===== src/hdl/spdg_pkg.sv =====
package spdg_pkg;

    // Sizing
    localparam int MAX_V       = 32;
    localparam int WEIGHT_BITS = 16;
    localparam int VIDX_W      = $clog2(MAX_V);
    localparam int VCNT_W      = $clog2(MAX_V + 1);
    localparam int MADDR_W     = 2 * VIDX_W;
    localparam int MEM_DEPTH   = 1 << MADDR_W;
    localparam int DIST_W      = 21;
    localparam int SUM_W       = ((DIST_W > WEIGHT_BITS) ? DIST_W : WEIGHT_BITS) + 1;

    // Fixed field widths of the request and result items
    localparam int VFIELD_W = 5;
    localparam int EW_W     = 16;
    localparam int CFG_W    = 6;

    localparam logic [CFG_W-1:0]  CFG_RESET = 6'd32;
    localparam logic [DIST_W-1:0] PATH_MAX  = '1;

    // Request command codes
    localparam logic CMD_ADD = 1'b0;
    localparam logic CMD_RUN = 1'b1;

    typedef struct packed {
        logic                command;
        logic [VFIELD_W-1:0] from_vertex;
        logic [VFIELD_W-1:0] to_vertex;
        logic [EW_W-1:0]     edge_weight;
    } t_in;

    typedef struct packed {
        logic [VFIELD_W-1:0] vertex_index;
        logic [DIST_W-1:0]   path_length;
        logic                unreachable;
        logic                last_result;
    } t_out;

    // Controller to datapath
    typedef struct packed {
        logic               wr_edge;
        logic               run_init;
        logic               clr_wr;
        logic [MADDR_W-1:0] clr_addr;
        logic               pick_step;
        logic               mark;
        logic               rd_req;
        logic               emit;
        logic               last;
        logic [VIDX_W-1:0]  idx;
    } t_cmd;

    // Datapath to controller
    typedef struct packed {
        logic [VCNT_W-1:0] vcnt;
        logic              u_reached;
        logic              out_free;
    } t_sts;

endpackage


===== src/hdl/spdg_ctrl.sv =====
module spdg_ctrl (
    input  logic            i_clk,
    input  logic            i_rst_n,
    input  logic            i_valid,
    input  logic            i_command,
    output logic            o_ready,
    output spdg_pkg::t_cmd  o_cmd,
    input  spdg_pkg::t_sts  i_sts
);

    localparam logic [2:0] S_CLEAR = 3'd0;
    localparam logic [2:0] S_IDLE  = 3'd1;
    localparam logic [2:0] S_PICK  = 3'd2;
    localparam logic [2:0] S_MARK  = 3'd3;
    localparam logic [2:0] S_RELAX = 3'd4;
    localparam logic [2:0] S_DRAIN = 3'd5;
    localparam logic [2:0] S_EMIT  = 3'd6;

    logic [2:0]                    r_state, n_state;
    logic [spdg_pkg::VIDX_W-1:0]   r_idx, n_idx;
    logic [spdg_pkg::VCNT_W-1:0]   r_round, n_round;
    logic [spdg_pkg::MADDR_W-1:0]  r_clr, n_clr;

    logic accept;
    logic idx_last;
    logic round_last;

    assign o_ready    = (r_state == S_IDLE);
    assign accept     = i_valid & o_ready;
    assign idx_last   = ((spdg_pkg::VCNT_W'(r_idx) + spdg_pkg::VCNT_W'(1)) == i_sts.vcnt);
    assign round_last = ((r_round + spdg_pkg::VCNT_W'(2)) == i_sts.vcnt);

    // Sequencer: clear sweep, pick scan, mark, relax scan, drain, emit
    always_comb begin
        n_state = r_state;
        n_idx   = r_idx;
        n_round = r_round;
        n_clr   = r_clr;
        o_cmd          = '0;
        o_cmd.idx      = r_idx;
        o_cmd.clr_addr = r_clr;
        o_cmd.last     = idx_last;
        case (r_state)
            S_CLEAR: begin
                o_cmd.clr_wr = 1'b1;
                n_clr = r_clr + spdg_pkg::MADDR_W'(1);
                if (r_clr == '1) begin
                    n_state = S_IDLE;
                end
            end
            S_IDLE: begin
                if (accept) begin
                    if (i_command == spdg_pkg::CMD_ADD) begin
                        o_cmd.wr_edge = 1'b1;
                    end else begin
                        o_cmd.run_init = 1'b1;
                        n_idx   = '0;
                        n_round = '0;
                        if (i_sts.vcnt == spdg_pkg::VCNT_W'(1)) begin
                            n_state = S_EMIT;
                        end else begin
                            n_state = S_PICK;
                        end
                    end
                end
            end
            S_PICK: begin
                o_cmd.pick_step = 1'b1;
                if (idx_last) begin
                    n_idx   = '0;
                    n_state = S_MARK;
                end else begin
                    n_idx = r_idx + spdg_pkg::VIDX_W'(1);
                end
            end
            S_MARK: begin
                o_cmd.mark = 1'b1;
                if (i_sts.u_reached) begin
                    n_state = S_RELAX;
                end else if (round_last) begin
                    n_state = S_EMIT;
                end else begin
                    n_round = r_round + spdg_pkg::VCNT_W'(1);
                    n_state = S_PICK;
                end
            end
            S_RELAX: begin
                o_cmd.rd_req = 1'b1;
                if (idx_last) begin
                    n_idx   = '0;
                    n_state = S_DRAIN;
                end else begin
                    n_idx = r_idx + spdg_pkg::VIDX_W'(1);
                end
            end
            S_DRAIN: begin
                // last relaxation lands this cycle
                if (round_last) begin
                    n_state = S_EMIT;
                end else begin
                    n_round = r_round + spdg_pkg::VCNT_W'(1);
                    n_state = S_PICK;
                end
            end
            S_EMIT: begin
                if (i_sts.out_free) begin
                    o_cmd.emit = 1'b1;
                    if (idx_last) begin
                        n_idx   = '0;
                        n_clr   = '0;
                        n_state = S_CLEAR;
                    end else begin
                        n_idx = r_idx + spdg_pkg::VIDX_W'(1);
                    end
                end
            end
            default: begin
                n_state = S_CLEAR;
                n_clr   = '0;
            end
        endcase
    end

    always_ff @(posedge i_clk) begin
        if (!i_rst_n) begin
            r_state <= S_CLEAR;
            r_idx   <= '0;
            r_round <= '0;
            r_clr   <= '0;
        end else begin
            r_state <= n_state;
            r_idx   <= n_idx;
            r_round <= n_round;
            r_clr   <= n_clr;
        end
    end

`ifndef SYNTHESIS
    // final result of a run always hands over to the matrix clear
    a_last_to_clear: assert property (@(posedge i_clk) disable iff (!i_rst_n)
        (o_cmd.emit && o_cmd.last) |=> (r_state == S_CLEAR))
        else $error("run did not proceed to matrix clear");

    // never more than vertex_count-1 rounds
    a_round_bound: assert property (@(posedge i_clk) disable iff (!i_rst_n)
        (r_state == S_PICK) |-> ((r_round + spdg_pkg::VCNT_W'(2)) <= i_sts.vcnt))
        else $error("round counter past last round");
`endif

endmodule


===== config.mk =====
export PLATFORM = sky130hd
export DESIGN_NAME = spdg_ctrl
export DESIGN_NICKNAME = d
export VERILOG_FILES = /design/src/hdl/spdg_pkg.sv /design/src/hdl/spdg_ctrl.sv
export SDC_FILE = /design/constraint.sdc
export NUM_CORES = 1
export LEC_CHECK = 0
export BUFFER_PORTS_ARGS = -buffer_cell sky130_fd_sc_hd__buf_4
export CORE_MARGIN = 8
export CORE_UTILIZATION = 55
export DETAILED_ROUTE_END_ITERATION = 8
export HOLD_SLACK_MARGIN = 0.12
export PLACE_DENSITY = 0.87
export SLEW_MARGIN = 40
export SYNTH_ARGS = -nofsm -noshare
export SYNTH_HDL_FRONTEND = slang
export SYNTH_SLANG_ARGS = --single-unit

===== constraint.sdc =====
create_clock -name i_clk -period 2.63 [get_ports i_clk]
set_input_delay 0.3945 -clock i_clk [delete_from_list [all_inputs] [get_ports i_clk]]
set_output_delay 0.3945 -clock i_clk [all_outputs]
set_load 0.01 [all_outputs]

### Word-level counts from Yosys, hierarchy flattened

Cells that the tools add are included.

* input port bits: 12
* register bits after elaboration: 24
* logic and storage cells: 72

* equality and inequality tests: 18
* bitwise operators: 2
* mux-type cells: 34
* add/subtract/negate cells: 5
* reductions and logical operators: 9

Operators with widths (count)
* 3-bit 2-to-1 mux: 10
* 10-bit case mux with 3 select lines: 1
* 6-bit 2-to-1 mux: 4
* 3-bit case mux with 7 select lines: 1
* 10-bit 2-to-1 mux: 2
* 5-bit 2-to-1 mux: 4
* 6-bit case mux with 3 select lines: 1
* 5-bit case mux with 3 select lines: 1
* 2-bit != test (second input constant): 7
* 6-bit equality test: 2
* 10-bit by 1-bit adder with 10-bit output (second input constant): 1
* 10-bit equality test (second input constant): 1
* 3-bit equality test (second input constant): 3
* 1-bit 2-to-1 mux: 8
* 4-bit AND reduction: 2
* 7-bit AND reduction: 1
* 5-bit by 1-bit adder with 6-bit output (second input constant): 1
* 6-bit by 1-bit adder with 6-bit output (second input constant): 1
* 6-bit by 2-bit adder with 6-bit output (second input constant): 1
* 3-bit by 2-bit equality test with 1-bit output (second input constant): 2
* 6-bit by 1-bit equality test with 1-bit output (second input constant): 1
* 3-bit nonzero test: 2
* 5-bit by 1-bit adder with 5-bit output (second input constant): 1
* 5-bit OR reduction: 1
* other kinds (8): 9

### Depth between registers and ports, before layout

* word-level depth: 5
* mapped depth: 8
* gate-level depth less buffers: 7

### Worst setup path before layout

Ideal clock, no wire load.

* path kind: register to output
* start point: register r_idx[0] in the netlist's numbering
* end point: output port o_cmd[5] in the netlist's numbering
* buffers on the path: 2
* slack: 0.518 ns
* data required time: 2.236 ns
* cell stages (with the launch flop): 8
* arrival time: 1.717 ns
* path through: dfxtp_1 > ha_1 > xnor2_1 > o211ai_2 > nor4b_2 > and2_1 > buf_6 > buf_4

* cells in the longest elaborated chain, start to end: 2

Ends and longest elaborated chain
* start, declared: RTL line spdg_ctrl.sv:20 `logic [spdg_pkg::VIDX_W-1:0] r_idx, n_idx;`
* start signal, assigned: RTL line spdg_ctrl.sv:132 `r_idx <= n_idx;`
* 5-bit by 1-bit adder with 6-bit output: RTL line spdg_ctrl.sv:30 `assign idx_last = ((spdg_pkg::VCNT_W'(r_idx) + spdg_pkg::VCNT_W'(1)) == i_sts.vcnt);`
* 6-bit equality test: RTL line spdg_ctrl.sv:30
* end, declared: RTL line spdg_ctrl.sv:7 `output spdg_pkg::t_cmd o_cmd,`

Every way passes these cells.

==> summary.json <==
{
  "layout": {
    "mostFrequentLayoutCell": "sky130_fd_sc_hd__buf_4",
    "drive_gt1_frac": 0.2061,
    "layout.cells.most_common_list": "41 x sky130_fd_sc_hd__buf_4, 23 x sky130_fd_sc_hd__nand2_1, 23 x sky130_fd_sc_hd__dfxtp_1",
    "finish.utilization": 0.6578,
    "final_design_area_no_fill_sq_um": 2143,
    "flow.area_growth_from_synthesis_pct": 16.77,
    "nNetsFinal": 279,
    "stdcell_count": 308,
    "antenna_cells": 0
  },
  "cts": {
    "htree_num_levels": 1,
    "cts_hold_buffers": 0,
    "cts_max_path_buffers": 2,
    "numCtsBuffers": 3,
    "cts.sinks": 24,
    "cts-resized-gates": 0,
    "cts-root-buf": "sky130_fd_sc_hd__clkbuf_4",
    "clock_tree_from_tritoncts": "done",
    "worstSkewPairLatency_ps": 330,
    "worst_setup_hold_path_clk_slew_ps": 140,
    "postCtsSetupBuffers": 0
  },
  "timing": {
    "fin_crit_ps": 2475,
    "finClkSkew_ps": 3.278,
    "final.hold.worst_slack_ps": 376.5,
    "post_route_clock_period_utilization": 0.9411,
    "worstMarginPinSlew_ps": 596.7,
    "setup_total_neg_slack_ps": 0,
    "hold_viol": 0,
    "max_freq_ghz": 0.4040,
    "final_max_slew_viol_count": 0,
    "finalSetupViolations": 0,
    "tightest_slew_margin_relative_to_the_limit": 0.6017,
    "rsz_0062_raised_after_global_routing": "false"
  },
  "synth": {
    "unique_cell_type_count_in_the_yosys_netlist": 57,
    "ys_dominant_reg_cell": "sky130_fd_sc_hd__dfxtp_1",
    "synth.yosys.seq_area_share": 0.2618,
    "async_reset_ff_frac": 0,
    "syn-num-nets": 250,
    "synth_enable_flop_cells": 0,
    "synth_seq_cells": 24,
    "syn-cell-area_sq_um": 1836,
    "synth-warning-count": 0,
    "syn-instance-count": 234,
    "avgSynthCellArea_sq_um": 7.844
  },
  "critical_path": {
    "worst_path_dominant_cell_family": "simple AND/OR/NAND/NOR gates",
    "critical_path_class": "flip-flop to output pin",
    "start_kind": "flip-flop",
    "cp_max_fo": 6,
    "worst_ep_arrival_ps": 2080,
    "setup.worst_path.end_class": "output pin",
    "combined_buffer_and_inverter_count_along_the_critical_path": 1,
    "critPathSlowestCell": "sky130_fd_sc_hd__dfxtp_2",
    "crit_path_max_incr_delay_ps": 380,
    "critical_path_required_ps": 2240,
    "timing.critical_path.cells": "ha_1 -> xnor2_1 -> o211ai_2 -> nor4b_2 -> and2_2 -> buf_4"
  },
  "routing": {
    "routed_wirelength_normalized_by_instance_count_microns": 14.92,
    "avgViaCountPerCell": 6.000,
    "drt_iter0_drc": 121,
    "post-route-drc-count": 0,
    "detailedRoute.firstPassIterationCount": 4,
    "via_count": 1848,
    "drt_wl_total_microns": 4594,
    "antenna_violating_nets_post_route": 0
  },
  "place": {
    "placedInstanceArea_sq_um": 2105,
    "last_weighted_congestion_value_of_the_routability_driven_placer": 0.8878,
    "dpl.cell_count": 304,
    "port_buffers": 35,
    "detailedPlacementHpwl_microns": 3449
  },
  "outcome": {
    "status": "finished clean"
  },
  "global_route": {
    "largest_net_degree_at_the_start_of_global_routing": 16,
    "first_global_vias": 1730,
    "antenna_violations_before_repair": 0,
    "gr_usage_total": 0.1783,
    "globalRoute.totalOverflow": 0,
    "grt_pass1_wl_microns": 7783
  },
  "floorplan": {
    "floorplan.io_pins": 36,
    "die_x_microns": 73.77,
    "initial_core_util": 0.5634,
    "placement_rows": 21,
    "die_area_sq_um": 5442,
    "vert_die_dim_microns": 73.77,
    "core_sq_um": 3258
  },
  "worst_hold_path": {
    "timing.hold.worst.class": "input pin to flip-flop"
  },
  "pwr": {
    "maximum_vdd_drop_mv": 0.3490,
    "power-per-cell-area_nw_per_um2": 550.4,
    "cellLeakagePower_nw": 0.8413
  },
  "job": {
    "max_cap_viol_count": 0
  }
}
stage by stage:
step           total power, mW  setup WS [ps]
2_1_floorplan           0.7979          518.2
3_3_place_gp            0.9664          457.3
3_5_place_dp            0.9761          409.0
4_1_cts                  1.179          19.73
5_1_grt                  1.260          10.76
6_report                 1.180          154.8
report_power, final:
group | internal (mW) | switching (mW)
Clock | 0.0849 | 0.122
Combinational | 0.227 | 0.270
Sequential | 0.403 | 0.0727
Total | 0.715 | 0.465
tightest hold or removal path, cell delays in order:
cell	delay [ps]
sky130_fd_sc_hd__buf_4	90
sky130_fd_sc_hd__nand2_1	50
sky130_fd_sc_hd__nand2_1	60
sky130_fd_sc_hd__a311oi_1	80
area by class of cell:
| cell class | instances | area [sq um] |
|---|---|---|
| repair buffers | 41 | 307.8 |
| clock buffers | 4 | 36.28 |
| flip-flops and latches | 24 | 481.7 |
| multi-input cells | 183 | 1222 |
| inverters | 10 | 37.54 |
| well taps | 46 | 57.56 |
| fillers | 319 | 1115 |
cell families (layout without fill, tap and decap cells):
family,after synthesis,in the layout,synth area share
and+or+nand+nor,93,93,0.2679
AOI/OAI and AO/OA,69,69,0.2877
buffers and inverters,27,55,0.07294
DFF,24,24,0.2618
xor gates and xnor gates,15,15,0.07158
adders and majority gates,4,4,0.02727
muxes,2,2,0.01091
flip-flops by register name (all words and copies together), names as in the netlist:
signal	flops
r_round	6
r_clr	10
r_idx	5
r_state	3
worst paths after layout:
| check | startpoint | to | slack, ps | cells after the start |
|---|---|---|---|---|
| min | i_sts[1] | r_state[1]$_SDFFE_PN0P_ | 380 | 4 |
| max | r_idx[0]$_SDFFE_PN0P_ | o_cmd[5] | 150 | 6 |
| max reg2reg | r_idx[0]$_SDFFE_PN0P_ | r_clr[3]$_SDFFE_PN0P_ | 500 | 7 |
| min reg2reg | r_round[5]$_SDFFE_PN0P_ | r_round[5]$_SDFFE_PN0P_ | 560 | 2 |
cell usage after synthesis (7+ instances only):
master | count | area, sq um
sky130_fd_sc_hd__dfxtp_1 | 24 | 480.5
sky130_fd_sc_hd__nand2_1 | 23 | 86.33
sky130_fd_sc_hd__nand3_1 | 14 | 70.07
sky130_fd_sc_hd__a21oi_1 | 13 | 65.06
sky130_fd_sc_hd__nor2_1 | 13 | 48.80
sky130_fd_sc_hd__nor3_1 | 11 | 55.05
sky130_fd_sc_hd__inv_1 | 10 | 37.54
sky130_fd_sc_hd__o21ai_0 | 9 | 45.04
sky130_fd_sc_hd__xnor2_1 | 9 | 78.83
sky130_fd_sc_hd__clkbuf_1 | 8 | 30.03
sky130_fd_sc_hd__a22o_1 | 7 | 61.31
layer usage:
metal	GRT usage	routed length [microns]	vias up	part of all wire
met5	0	0	-	0
met4	0.08647	89	0	0.019
met3	0.03820	249	9	0.054
met2	0.2992	2178	41	0.47
met1	0.2079	2076	863	0.45
li1	-	-	935	-
No activity file was read; power rests on OpenSTA's default activity.
